[src/rtl/core/scope_edge_trigger_display_map_defines.svh]
// Assertion macros shared by the scope edge trigger RTL.
`ifndef SCOPE_EDGE_TRIGGER_DISPLAY_MAP_DEFINES_SVH
`define SCOPE_EDGE_TRIGGER_DISPLAY_MAP_DEFINES_SVH

// Same-cycle implication, disabled while in reset.
`define SETDM_ASSERT_NOW(lbl, clk, rst_n, ante, cons, msg) \
    lbl: assert property (@(posedge clk) disable iff (!rst_n) (ante) |-> (cons)) \
        else $error(msg);

// Next-cycle implication, disabled while in reset.
`define SETDM_ASSERT_NEXT(lbl, clk, rst_n, ante, cons, msg) \
    lbl: assert property (@(posedge clk) disable iff (!rst_n) (ante) |=> (cons)) \
        else $error(msg);

`endif

[src/rtl/core/setdm_pkg.sv]
// Shared types and constants of the scope edge trigger block.
package setdm_pkg;

    localparam int BUFFER_DEPTH = 4096;
    localparam int EDGE_MARGIN  = 125;
    localparam int POS_ADJUST   = 5;
    localparam int QUEUE_DEPTH  = 4;

    localparam logic signed [7:0] MIN_INIT = 8'sd126;
    localparam logic signed [7:0] MAX_INIT = -8'sd126;

    // j/3 as (j*683)>>11, exact for j below 1024
    localparam int DIV3_MUL   = 683;
    localparam int DIV3_SHIFT = 11;
    // x/255 as (x*263173)>>26, exact for x below 2^18
    localparam int DIV255_MUL   = 263173;
    localparam int DIV255_SHIFT = 26;
    localparam int PIX_ROUND    = 254;

    localparam logic [1:0] TRIG_RISE = 2'd0;
    localparam logic [1:0] TRIG_FALL = 2'd1;

    localparam logic [10:0] WIDTH_RESET  = 11'd800;
    localparam logic [9:0]  HEIGHT_RESET = 10'd400;

    typedef enum logic [1:0] {
        KIND_LOAD   = 2'd0,
        KIND_SEARCH = 2'd1,
        KIND_READ   = 2'd2,
        KIND_SKIP   = 2'd3
    } t_kind;

    typedef enum logic [2:0] {
        REG_TRIG_MODE  = 3'd0,
        REG_TRIG_SRC   = 3'd1,
        REG_INTERLEAVE = 3'd2,
        REG_WIDTH      = 3'd3,
        REG_HEIGHT     = 3'd4
    } t_reg_idx;

    typedef enum logic [2:0] {
        ST_IDLE,
        ST_SCAN,
        ST_SWEEP,
        ST_DRAIN,
        ST_RADDR,
        ST_RDATA,
        ST_RDIV,
        ST_DONE
    } t_bstate;

    typedef struct packed {
        t_kind              kind;
        logic signed [7:0]  ch1_sample;
        logic signed [7:0]  ch2_sample;
        logic               ch1_comp;
        logic               ch2_comp;
        logic [9:0]         point_index;
    } t_item;

    typedef struct packed {
        logic [1:0]  trig_mode;
        logic        trig_src;
        logic        interleave;
        logic [10:0] width;
        logic [9:0]  height;
    } t_cfg;

endpackage

[src/rtl/core/setdm_channels.sv]
// Valid/ready channel interfaces for sample items and results.
interface setdm_in_if;
    logic              valid;
    logic              ready;
    logic [1:0]        kind;
    logic signed [7:0] ch1_sample;
    logic signed [7:0] ch2_sample;
    logic              ch1_comp;
    logic              ch2_comp;
    logic [9:0]        point_index;

    modport source (output valid, kind, ch1_sample, ch2_sample, ch1_comp, ch2_comp,
                    point_index, input ready);
    modport sink (input valid, kind, ch1_sample, ch2_sample, ch1_comp, ch2_comp,
                  point_index, output ready);
endinterface


[src/rtl/core/setdm_front.sv]
// Front end: accept item beats, drop unused kinds, queue the rest for the back end.
module setdm_front (
    input  logic                  i_clk,
    input  logic                  i_rst_n,
    setdm_in_if.sink              i_smp,
    output setdm_pkg::t_item      o_head,
    output logic                  o_head_v,
    input  logic                  i_pop
);
    localparam int QAW = $clog2(setdm_pkg::QUEUE_DEPTH);

    setdm_pkg::t_item r_q [setdm_pkg::QUEUE_DEPTH];
    logic [QAW-1:0]   r_wr, r_rd;
    logic [QAW:0]     r_cnt;
    logic             w_acc, w_push;
    setdm_pkg::t_item w_item;

    assign i_smp.ready = (r_cnt != (QAW+1)'(setdm_pkg::QUEUE_DEPTH));
    assign w_acc       = i_smp.valid && i_smp.ready;
    // unused kind is taken and dropped
    assign w_push      = w_acc && (i_smp.kind != setdm_pkg::KIND_SKIP);

    always_comb begin
        w_item.kind        = setdm_pkg::t_kind'(i_smp.kind);
        w_item.ch1_sample  = i_smp.ch1_sample;
        w_item.ch2_sample  = i_smp.ch2_sample;
        w_item.ch1_comp    = i_smp.ch1_comp;
        w_item.ch2_comp    = i_smp.ch2_comp;
        w_item.point_index = i_smp.point_index;
    end

    assign o_head   = r_q[r_rd];
    assign o_head_v = (r_cnt != '0);

    always_ff @(posedge i_clk) begin
        if (w_push) begin
            r_q[r_wr] <= w_item;
        end
    end

    always_ff @(posedge i_clk) begin
        if (!i_rst_n) begin
            r_wr  <= '0;
            r_rd  <= '0;
            r_cnt <= '0;
        end else begin
            if (w_push) begin
                r_wr <= r_wr + 1'b1;
            end
            if (i_pop) begin
                r_rd <= r_rd + 1'b1;
            end
            r_cnt <= r_cnt + (QAW+1)'(w_push) - (QAW+1)'(i_pop);
        end
    end
endmodule

[src/flat_wrapper.sv]
// flat-port wrapper written by rule: the top's interface ports become plain ports
module setdm_front_flat 
  (i_clk, i_rst_n, o_head, o_head_v, i_pop, i_smp_valid, i_smp_kind, i_smp_ch1_sample, i_smp_ch2_sample, i_smp_ch1_comp, i_smp_ch2_comp, i_smp_point_index, i_smp_ready);
  setdm_in_if i_smp_i ();
  input  logic i_clk;
  input  logic i_rst_n;
  output setdm_pkg::t_item o_head;
  output logic o_head_v;
  input  logic i_pop;
  input wire logic [$bits(i_smp_i.valid)-1:0] i_smp_valid;
  input wire logic [$bits(i_smp_i.kind)-1:0] i_smp_kind;
  input wire logic [$bits(i_smp_i.ch1_sample)-1:0] i_smp_ch1_sample;
  input wire logic [$bits(i_smp_i.ch2_sample)-1:0] i_smp_ch2_sample;
  input wire logic [$bits(i_smp_i.ch1_comp)-1:0] i_smp_ch1_comp;
  input wire logic [$bits(i_smp_i.ch2_comp)-1:0] i_smp_ch2_comp;
  input wire logic [$bits(i_smp_i.point_index)-1:0] i_smp_point_index;
  output wire logic [$bits(i_smp_i.ready)-1:0] i_smp_ready;
  assign i_smp_i.valid = i_smp_valid;
  assign i_smp_i.kind = i_smp_kind;
  assign i_smp_i.ch1_sample = i_smp_ch1_sample;
  assign i_smp_i.ch2_sample = i_smp_ch2_sample;
  assign i_smp_i.ch1_comp = i_smp_ch1_comp;
  assign i_smp_i.ch2_comp = i_smp_ch2_comp;
  assign i_smp_i.point_index = i_smp_point_index;
  assign i_smp_ready = i_smp_i.ready;
  setdm_front u_core (.i_clk(i_clk), .i_rst_n(i_rst_n), .i_smp(i_smp_i), .o_head(o_head), .o_head_v(o_head_v), .i_pop(i_pop));
endmodule
[config.mk]
export PLATFORM = sky130hd
export DESIGN_NAME = setdm_front_flat
export DESIGN_NICKNAME = d
export VERILOG_FILES = /design/src/rtl/core/scope_edge_trigger_display_map_defines.svh /design/src/rtl/core/setdm_pkg.sv /design/src/rtl/core/setdm_channels.sv /design/src/rtl/core/setdm_front.sv /design/src/flat_wrapper.sv
export SDC_FILE = /design/constraint.sdc
export NUM_CORES = 1
export LEC_CHECK = 0
export BUFFER_PORTS_ARGS = -buffer_cell sky130_fd_sc_hd__buf_2
export CORE_ASPECT_RATIO = 1.5
export CORE_MARGIN = 5
export CORE_UTILIZATION = 56
export CTS_BUF_LIST = sky130_fd_sc_hd__clkbuf_8
export DETAILED_ROUTE_END_ITERATION = 12
export GPL_TIMING_DRIVEN = 0
export MAX_ROUTING_LAYER = met4
export PLACE_DENSITY = 0.78
export SYNTH_ARGS = -nofsm -noshare
export SYNTH_HDL_FRONTEND = slang
export SYNTH_SLANG_ARGS = --single-unit
[constraint.sdc]
create_clock -name i_clk -period 5.42 [get_ports i_clk]
set_input_delay 0.813 -clock i_clk [delete_from_list [all_inputs] [get_ports i_clk]]
set_output_delay 0.813 -clock i_clk [all_outputs]
set_load 0.02 [all_outputs]
# Word level (Yosys, flattened, before mapping)
# Memory sizes are Yosys's and may differ from the RTL's. A register that Yosys moved wholly into a read port is not among the register bits.
# Cells that the tools add are included.
# classes
n_addsub,4
eq_ne,2
muxes,4
reduce_logical,3
# ops
operator,n
2-bit by 1-bit adder with 2-bit output (second input constant),2
2-bit 2-to-1 mux,2
3-bit by 1-bit adder with 3-bit output,1
3-bit inequality test (second input constant),1
3-bit nonzero test,1
3-bit by 1-bit subtractor with 3-bit output,1
1-bit logical AND,2
1-bit 2-to-1 mux,2
2-bit inequality test (second input constant),1
# word_totals
regBits,7
ramBits,120
in_bits,34
out_inout_bits,32
word_cells,17
memories,1
# mem_list
memory,depth,word_bits,read_ports,rd_ports_with_merged_regs,write_ports,line,source
u_core.r_q,4,30,1,1,1,setdm_front.sv:12,setdm_pkg::t_item r_q [setdm_pkg::QUEUE_DEPTH];

# Logic depth before layout (Yosys ltp)
# Gate-level depths: netlist of run 1.
# depth
ltp_word,5
mapped_depth,9
depth_no_buf,9

# Worst setup path after synthesis of run 1
# No wires, ideal clock.
# synth_path
path_kind,input -> register
start,input i_smp_kind[0]
end,register u_core.r_cnt[2]
setup_time_ns,0.115
arrival_ns,2.170
t_required_ns,5.305
setup_slack_ns,3.135
path_stages,7
path_buffers,0
path_cell_list,a221oi_4 ha_1 inv_1 fa_1 xnor2_1 xnor2_1 and2_1
# synth_via
elab_chain_len,4
# synth_rtl
item,line,source
"start, declared",flat_wrapper.sv:11,input wire logic [$bits(i_smp_i.kind)-1:0] i_smp_kind;
2-bit inequality test,setdm_front.sv:21,assign w_push = w_acc && (i_smp.kind != setdm_pkg::KIND_SKIP);
1-bit logical AND,setdm_front.sv:21,
3-bit by 1-bit adder with 3-bit output,setdm_front.sv:53,r_cnt <= r_cnt + (QAW+1)'(w_push) - (QAW+1)'(i_pop);
3-bit by 1-bit subtractor with 3-bit output,setdm_front.sv:53,
"end signal, assigned",setdm_front.sv:53,
"end, declared",setdm_front.sv:14,logic [QAW:0] r_cnt;
# No other way between the ends.
# A chain may end at the register's enable or synchronous reset.

==> metrics.cfg, run 1 <==
[timing]
final-setup-viol-count=0
fmax_mhz=390
fin_worst_hold_slack_ps=508
layout_min_cycle_time_ps=2570
grt_setup_unrepaired=no
post-route-period-util=0.474
worst_clock_skew_ps=8.13
layout_setup_ws_ps=2850
setup-tns-final_ps=0
finalHoldViolCount=0
worst-slew-pin-transition_ps=843
final_max_slew_viol_count=0
relSlewSlack=0.438

[cts]
postCtsSetupBuffers=0
clock-root-buffer=clkbuf_8
cts_hold_repair.buffers=0
cts_buffers=17
cts_tree=built
post_cts_resized=0
clk_transition_reported_paths_ps=60
max-clock-path-buffers=2
htree_num_levels=4
clkLatencyLatePin_ps=410
cts.sinks=129

[synth]
synth_nets=245
post_synth_inst_count=204
synth_seq_cells=129
synthesis.yosys.warnings=0
ys_seq_area_frac=0.786
mean_instance_size_in_the_synthesized_netlist_um2=23.6
yosysUniqueCellTypes=19
synth.cell_area_um2=4810

[floorplan]
fp-row-count=41
die_outline_width_um=85.7
initial_utilization=0.572
die_area_um2=10600
chipHeight_um=124
pin_count=66
core_um2=8410

[worst_setup_path]
critPathCaptureType=primary output
critPathSlowestCell=mux4_2
path_max_fanout=10
worst_path_largest_cell_delay_ps=540
cp_cell_sequence=buf_6 > mux4_2 > buf_2
timing.critical_path.required_ps=4610
timing.critical_path.from_type=flop
critPathKind=reg2out
critical_path_at_ps=1750

[layout]
area_growth_syn_to_layout_pct=15.7
final_layout_size_suffix_gt1_frac=0.427
num_antenna_cells=0
fin_util=0.662
nNetsFinal=328
finish.cell_count_without_fillers=407
final_area_um2=5570

[placed_design]
place_area_um2=5270
dp_cells=375
port_buffers=64
gp_routability_congestion=0.709
detailedPlacementHpwl_um=4880
pre_cts_slack_ps=2840

[pwr]
report.power.total_mw=2.15
irDropWorstVdd_mv=0.266
power.density_cell_area_nw_per_um2=386
static-leakage-power_nw=1.96

[detailed_routing]
routedWlPerCell_um=18.7
final_antenna_net_count=0
vias=2204
route.detailed.drc=0
routed_wirelength_um=7600
avgViaCountPerCell=5.42
drtPass1Iterations=6
drt-initial-drc-count=143

[worst_hold_path]
worstHoldPathType=reg2reg

[job]
timing.max_cap.violations=0

[global_routing]
antenna_violations_before_repair=0
grt_pass1_vias=2395
grt_first_pass_wirelength_um=12100
grt_overflow=0
pin_count_of_the_biggest_net_entering_global_routing=31
grt_util_all_layers=0.167

[run_status]
status=complete, no violations

[registers in the layout, indices dropped and copies added (netlist names), named ones only]
name / cells
u_core.r_rd: 2
u_core.r_cnt: 3
u_core.r_wr: 2
u_core.r_q: 120
[placed cells by master (no fill, tap or decap)]
cell	instances
buf_2	67
or3_2	1
and2_2	4
xnor2_1	3
nand2_1	6
xor2_1	1
nor2_2	1
inv_1	17
nor2b_1	1
ha_1	6
clkbuf_1	1
clkbuf_8	18
fa_1	1
clkinv_2	3
mux4_2	30
dfxtp_1	9
mux2i_1	2
buf_6	3
edfxtp_1	120
and2_1	5
a221oi_4	1
[final cells by class]
type	instances	area, µm²
clock buffers	18	248
clock inverters	14	56.3
inverters	6	22.5
well taps	107	134
flip-flops and latches	129	3780
multi-input cells	62	956
fillers	583	2840
repair buffers	64	320
plain buffers	7	52.6
[synthesized netlist by cell type, drive strengths merged]
master	number	area share
or3	1	0.0016
fa	1	0.0042
nor2b	1	0.0013
mux4	30	0.14
nand2	6	0.0047
dfxtp	9	0.037
a221oi	1	0.0055
nor2	1	0.0013
mux2i	2	0.0042
inv	6	0.0047
ha	6	0.016
and2	9	0.013
edfxtp	120	0.75
clkbuf	1	0.00078
xnor2	3	0.0055
buf	6	0.010
xor2	1	0.0018
[path summary, 6_finish.rpt]
| check | startpoint | to | slack (ps) | cells past startpoint |
|---|---|---|---|---|
| min reg2reg | u_core.r_wr[1]$_SDFFE_PN0P_ | u_core.r_wr[1]$_SDFFE_PN0P_ | 510 | 2 |
| min | u_core.r_wr[1]$_SDFFE_PN0P_ | u_core.r_wr[1]$_SDFFE_PN0P_ | 510 | 2 |
| max reg2reg | u_core.r_cnt[1]$_SDFF_PN0_ | u_core.r_q[2][2]$_DFFE_PP_ | 3340 | 3 |
| max | flop | o_head[8] | 2850 | 3 |
[per-layer routing]
| layer | vias up | wire [µm] | global-route usage |
|---|---|---|---|
| li1 | 999 | - | - |
| met1 | 1131 | 2870 | 0.184 |
| met2 | 64 | 4180 | 0.272 |
| met3 | 10 | 444 | 0.0720 |
| met4 | 0 | 105 | 0.0604 |
| met5 | - | 0 | - |
[critical path, delay by kind of cell, from the launching register on]
kind / cells / cell delay, ps
buffers and inverters: 2 / 400
flip-flops: 1 / 410
multiplexers: 1 / 540
[logic make-up after synthesis]
| logic type | after synthesis | share of synthesized area |
|---|---|---|
| flip-flops | 129 | 0.786 |
| buffers and inverters | 13 | 0.0156 |
| XOR/XNOR | 4 | 0.00728 |
| AND/OR/NAND/NOR | 18 | 0.0216 |
| AO/OA/AOI/OAI | 1 | 0.00546 |
| multiplexers | 32 | 0.144 |
| adder cells (fa/ha/maj) | 7 | 0.0198 |
[report_power, final]
| group | leakage [nW] | internal (mW) | switching [mW] |
|---|---|---|---|
| sequential | 1.17 | 1.17 | 0.0283 |
| combinational | 0.592 | 0.143 | 0.194 |
| clock | 0.200 | 0.306 | 0.307 |
| total | 1.96 | 1.62 | 0.529 |
(Power assumes the default switching activity.)
==> run 2: changes to the inputs <==
--- a/config.mk
+++ b/config.mk
@@ -8,12 +8,12 @@
 export BUFFER_PORTS_ARGS = -buffer_cell sky130_fd_sc_hd__buf_2
 export CORE_ASPECT_RATIO = 1.5
 export CORE_MARGIN = 5
-export CORE_UTILIZATION = 56
+export CORE_UTILIZATION = 53
 export CTS_BUF_LIST = sky130_fd_sc_hd__clkbuf_8
 export DETAILED_ROUTE_END_ITERATION = 12
 export GPL_TIMING_DRIVEN = 0
 export MAX_ROUTING_LAYER = met4
-export PLACE_DENSITY = 0.78
+export PLACE_DENSITY = 0.77
 export SYNTH_ARGS = -nofsm -noshare
 export SYNTH_HDL_FRONTEND = slang
 export SYNTH_SLANG_ARGS = --single-unit
==> constraint.sdc (replaced) <==
create_clock -name i_clk -period 2.3 [get_ports i_clk]
set_input_delay 0.345 -clock i_clk [delete_from_list [all_inputs] [get_ports i_clk]]
set_output_delay 0.345 -clock i_clk [all_outputs]
set_load 0.02 [all_outputs]
==> run 2 against run 1 <==
Effect of this change:
- highest routed layer unchanged
- setup slack got worse by 2600 ps
- register-to-register slack got worse by 3100 ps
- largest power group unchanged
- critical path type unchanged
- clock power increased to 2.5 times the previous value
- largest cell class unchanged
==> metrics.cfg, run 2 (synthesis gave the netlist of run 1 again) <==
[pwr]
power.density_cell_area_nw_per_um2=926  ; +140%
irDropWorstVdd_mv=0.504  ; +89%
net-switching-power_mw=1.28  ; +140%
internal_power_mw=3.90  ; +140%
report.power.total_mw=5.18  ; +140%
switch_share=0.247  ; +0.000475
static-leakage-power_nw=1.95  ; -0.68%
p_seq_frac=0.546  ; -0.012
p_clk_frac=0.301  ; +0.016
combinational_share_of_power=0.153  ; -0.004

[layout]
most_frequent_standard_cell_in_the_layout_excluding_fill_and_tap_cells=edfxtp_1
area_growth_syn_to_layout_pct=16.2
top_register=u_core.r_q
num_antenna_cells=0  ; unchanged
fin_util=0.630  ; -0.0325
largest_reg_flops=120  ; unchanged
final_area_um2=5590  ; +0.38%
final_layout_size_suffix_gt1_frac=0.430  ; +0.00333
reg_top3=u_core.r_q x120, u_core.r_cnt x3
nNetsFinal=328  ; unchanged
mostFrequentLayoutCells=120 x edfxtp_1, 67 x buf_2, 30 x mux4_2
finish.cell_count_without_fillers=410  ; +0.74%

[cts]
htree_num_levels=4  ; unchanged
clock-root-buffer=clkbuf_8
cts_hold_repair.buffers=0  ; unchanged
postCtsSetupBuffers=0  ; unchanged
cts.sinks=129  ; unchanged
max-clock-path-buffers=2  ; unchanged
clk_transition_reported_paths_ps=70  ; about the same
cts_buffers=17  ; unchanged
post_cts_resized=0  ; unchanged
cts_tree=built
clkLatencyLatePin_ps=420  ; about the same

[detailed_routing]
routedWlPerCell_um=18.4  ; -1.4%
route.detailed.drc=0  ; unchanged
final_antenna_net_count=0  ; unchanged
routed_wirelength_um=7550  ; -0.68%
avgViaCountPerCell=5.26  ; -2.9%
drt-initial-drc-count=148  ; +3.5%
drtPass1Iterations=4  ; -2
vias=2156  ; -2.2%

[timing]
finalHoldViolCount=0  ; unchanged
fin_worst_hold_slack_ps=131  ; -378 ps
post-route-period-util=0.906
relSlewSlack=0.459  ; +0.0208
final_max_slew_viol_count=0  ; unchanged
worst_clock_skew_ps=5.63  ; -2.49 ps
layout_min_cycle_time_ps=2080
layout_setup_ws_ps=216  ; -2640 ps
setup-tns-final_ps=0  ; unchanged
fmax_mhz=480
grt_setup_unrepaired=no
final-setup-viol-count=0  ; unchanged
worst-slew-pin-transition_ps=811  ; -31.2 ps

[global_routing]
pin_count_of_the_biggest_net_entering_global_routing=31  ; unchanged
grt_first_pass_wirelength_um=11900  ; -1.5%
antenna_violations_before_repair=0  ; unchanged
grt_overflow=0  ; unchanged
grt_pass1_vias=2325  ; -2.9%
grt_util_all_layers=0.157  ; -0.0100

[placed_design]
pre_cts_slack_ps=160  ; -2680 ps
port_buffers=64  ; unchanged
place_area_um2=5270  ; about the same
dp_cells=378  ; +0.80%
gp_routability_congestion=0.665  ; -6.2%
detailedPlacementHpwl_um=4860  ; -0.54%

[worst_setup_path]
rr_endpoint=u_core.r_cnt[2]$_SDFF_PN0_
ff2ff_path_depth=8  ; +5
path_max_fanout=10  ; unchanged
reg2reg_from=u_core.r_cnt[1]$_SDFF_PN0_
timing.critical_path.from_type=flop
regToRegSetupSlack_ps=220  ; -3120 ps
critPathCaptureType=primary output
critical_path_at_ps=1740  ; about the same
timing.critical_path.required_ps=1960  ; -2650 ps
critPathKind=reg2out

[floorplan]
fp-row-count=42  ; +2.4%
die_area_um2=11100  ; +5.1%
initial_utilization=0.542  ; -0.0302
core_um2=8880  ; +5.6%
pin_count=66  ; unchanged
chipHeight_um=127  ; +2.6%
die_outline_width_um=87.8  ; +2.5%

[worst_hold_path]
worstHoldPathType=in2reg
hold_path_end=u_core.r_q[2][18]$_DFFE_PP_
min_path_cells=1  ; -1
hold_startpoint=i_smp_ch2_sample[6]

[job]
timing.max_cap.violations=0  ; unchanged

[run_status]
status=complete, no violations

-- run 2: cell types whose count changed in the layout (fill, tap and decap cells not counted), sizes merged --
cell    delta
bufinv     +1
inv        -6
clkbuf     -1
clkinv     +6
-- run 2: critical path: stages (launching register included) --
cell     delay, ps
dfxtp_1        400
buf_6          210
mux4_2         530
buf_2          180
-- run 2: layout make-up --
class	instances	area, µm²
sequential	129	3780
fill	622	3290
multi-input combinational	62	956
timing repair buffer	64	320
clock buffer	17	234
tap	110	138
clock inverter	15	87.6
buffer	7	52.6
inverter	6	22.5
-- run 2: worst max-delay path by stage --
stage / to / depth (start not counted) / slack [ps]
final: o_head[3] / 3 / 220
after global routing: u_core.r_q[2][24]$_DFFE_PP_ / 3 / 100
after CTS: o_head[3] / 3 / 160
after detailed placement: u_core.r_q[1][25]$_DFFE_PP_ / 3 / 160
after global placement: u_core.r_q[0][25]$_DFFE_PP_ / 3 / 190
after floorplan: u_core.r_cnt[2]$_SDFF_PN0_ / 8 / 390
-- run 2: metal layers --
metal  vias up  track usage  wire length (µm)
met3        11       0.0584               342
met5         -            -                 0
met1      1089        0.166              2880
met4         0       0.0678               132
met2        51        0.260              4200
li1       1005            -                 -
-- run 2: power by group through the flow --
stage	Combinational [mW]	Clock, mW	Sequential (mW)
CTS	0.817	1.59	2.83
detailed placement	0.815	0	2.88
global placement	0.799	0	2.87
global route	0.868	1.71	2.84
finish	0.795	1.56	2.83
floorplan	0.565	0	2.86
==> run 3: changes to the inputs <==
==> constraint.sdc (replaced) <==
create_clock -name i_clk -period 2.3 [get_ports i_clk]
set_input_delay 0.23 -clock i_clk [delete_from_list [all_inputs] [get_ports i_clk]]
set_output_delay 0.23 -clock i_clk [all_outputs]
set_load 0.02 [all_outputs]
==> run 3 against run 2 <==
Effect of this change:
- via count grew 4.0%
- global-route usage is 0.34 points higher
- die area did not move
- clock power about the same
- critical endpoint is now u_core.r_cnt[2]$_SDFF_PN0_
- routed wire length is 2.5% higher
- final area increased by 4.7%
- non-clock buffer count up 26
- power increased by 0.67%
==> metrics.cfg, run 3 (synthesis gave the netlist of run 1 again) <==
[timing]
final_max_slew_viol_count=0  ; unchanged
relSlewSlack=0.449  ; -0.0105
worst_clock_skew_ps=6.52  ; +0.885 ps
worst-slew-pin-transition_ps=827  ; +15.7 ps
finalHoldViolCount=0  ; unchanged
final-setup-viol-count=0  ; unchanged
fmax_mhz=481  ; +0.30%
layout_min_cycle_time_ps=2080  ; -6.16 ps
setup-tns-final_ps=0  ; unchanged
grt_setup_unrepaired=no
post-route-period-util=0.903  ; -0.00268

[placed_design]
port_buffers=64  ; unchanged
detailedPlacementHpwl_um=4860  ; unchanged
gp_routability_congestion=0.665  ; unchanged

[floorplan]
die_outline_width_um=87.8  ; unchanged
fp-row-count=42  ; unchanged
pin_count=66  ; unchanged
chipHeight_um=127  ; unchanged
initial_utilization=0.542  ; unchanged
die_area_um2=11100  ; unchanged
core_um2=8880  ; unchanged

[job]
timing.max_cap.violations=0  ; unchanged

[global_routing]
grt_util_all_layers=0.160  ; +0.00337
grt_pass1_vias=2419  ; +4.0%
grt_first_pass_wirelength_um=12200  ; +2.8%
pin_count_of_the_biggest_net_entering_global_routing=31  ; unchanged
antenna_violations_before_repair=0  ; unchanged
grt_overflow=0  ; unchanged

[detailed_routing]
route.detailed.drc=0  ; unchanged
routed_wirelength_um=7740  ; +2.5%
drtPass1Iterations=4  ; unchanged
avgViaCountPerCell=5.14  ; -2.2%
routedWlPerCell_um=17.7  ; -3.7%
vias=2242  ; +4.0%
final_antenna_net_count=0  ; unchanged
drt-initial-drc-count=138  ; -6.8%

[run_status]
status=complete, no violations

[pwr]
internal_power_mw=3.93  ; +0.74%
irDropWorstVdd_mv=0.504  ; about the same
net-switching-power_mw=1.28  ; +0.42%
report.power.total_mw=5.21  ; +0.67%
p_clk_frac=0.298  ; -0.003
combinational_share_of_power=0.159  ; +0.006
power.density_cell_area_nw_per_um2=891  ; -3.8%
switch_share=0.246  ; -0.000593
p_seq_frac=0.542  ; -0.004
static-leakage-power_nw=2.05  ; +5.6%

[worst_setup_path]
path_max_fanout=7  ; -3
regToRegSetupSlack_ps=220  ; about the same
timing.critical_path.required_ps=2620  ; +660 ps
critPathCaptureType=flop
critical_path_at_ps=2400  ; +660 ps
critPathKind=reg2reg
timing.critical_path.from_type=flop

[layout]
top_register=u_core.r_q
nNetsFinal=354  ; +7.9%
reg_top3=u_core.r_q x120, u_core.r_cnt x3
largest_reg_flops=120  ; unchanged
most_frequent_standard_cell_in_the_layout_excluding_fill_and_tap_cells=edfxtp_1
area_growth_syn_to_layout_pct=21.6
final_layout_size_suffix_gt1_frac=0.396  ; -0.0343
mostFrequentLayoutCells=120 x edfxtp_1, 67 x buf_2, 30 x mux4_2
num_antenna_cells=0  ; unchanged

[cts]
cts_buffers=17  ; unchanged
clk_transition_reported_paths_ps=60  ; about the same
cts.sinks=129  ; unchanged
cts_tree=built
max-clock-path-buffers=2  ; unchanged
cts_hold_repair.buffers=24  ; +24
postCtsSetupBuffers=0  ; unchanged
htree_num_levels=4  ; unchanged
clkLatencyLatePin_ps=420  ; about the same
post_cts_resized=0  ; unchanged
clock-root-buffer=clkbuf_8

[worst_hold_path]
worstHoldPathType=in2reg

==> run 3: layout make-up <==
cell class | instances | area [µm²]
Sequential cell | 129 | 3780
Fill cell | 598 | 3030
Multi-Input combinational cell | 62 | 956
Timing Repair Buffer | 90 | 581
Clock buffer | 17 | 234
Tap cell | 110 | 138
Clock inverter | 15 | 87.6
Buffer | 7 | 52.6
Inverter | 6 | 22.5
==> run 3: power by group through the flow <==
stage / Clock, mW / Combinational (mW) / Sequential, mW
2_1_floorplan: 0 / 0.565 / 2.86
3_3_place_gp: 0 / 0.799 / 2.87
3_5_place_dp: 0 / 0.815 / 2.88
4_1_cts: 1.59 / 0.850 / 2.83
5_1_grt: 1.71 / 0.907 / 2.84
6_report: 1.56 / 0.831 / 2.83
==> run 3: worst paths after layout <==
path / start / end / depth (start not counted)
worst max register to register: u_core.r_cnt[1]$_SDFF_PN0_ / u_core.r_cnt[2]$_SDFF_PN0_ / 8
worst min register to register: u_core.r_wr[0]$_SDFFE_PN0P_ / u_core.r_wr[0]$_SDFFE_PN0P_ / 2
worst max-delay path: u_core.r_cnt[1]$_SDFF_PN0_ / u_core.r_cnt[2]$_SDFF_PN0_ / 8
worst min-delay path: i_smp_ch1_sample[4] / u_core.r_q[3][24]$_DFFE_PP_ / 1
==> run 3: critical path, stage by stage, from the launching register on <==
cell and delay, ps:
dfxtp_1 440, nor2_2 90, a221oi_4 390, ha_1 220
inv_1 50, fa_1 380, xnor2_1 150, xnor2_1 120
and2_1 150
==> run 3: per-stage QoR <==
| step | hold slack (ps) | worst slack, ps | cells | instance area (µm²) | util |
|---|---|---|---|---|---|
| after floorplan | 329 | 394 | 204 | 4810 | - |
| after global placement | 440 | 223 | 378 | 5270 | 0.594 |
| after detailed placement | 445 | 199 | 378 | 5270 | 0.594 |
| after CTS | 0.915 | 186 | 434 | 5830 | 0.657 |
| after global routing | 1.54 | 96.4 | 436 | 5850 | 0.659 |
| final | 38.7 | 223 | 436 | 5850 | 0.659 |
==> run 3: metal layers <==
| metal | GRT usage | share of wire | wire (µm) |
|---|---|---|---|
| met1 | 0.173 | 0.40 | 3070 |
| met2 | 0.264 | 0.54 | 4210 |
| met3 | 0.0578 | 0.046 | 352 |
| met4 | 0.0678 | 0.014 | 106 |
| met5 | - | 0 | 0 |
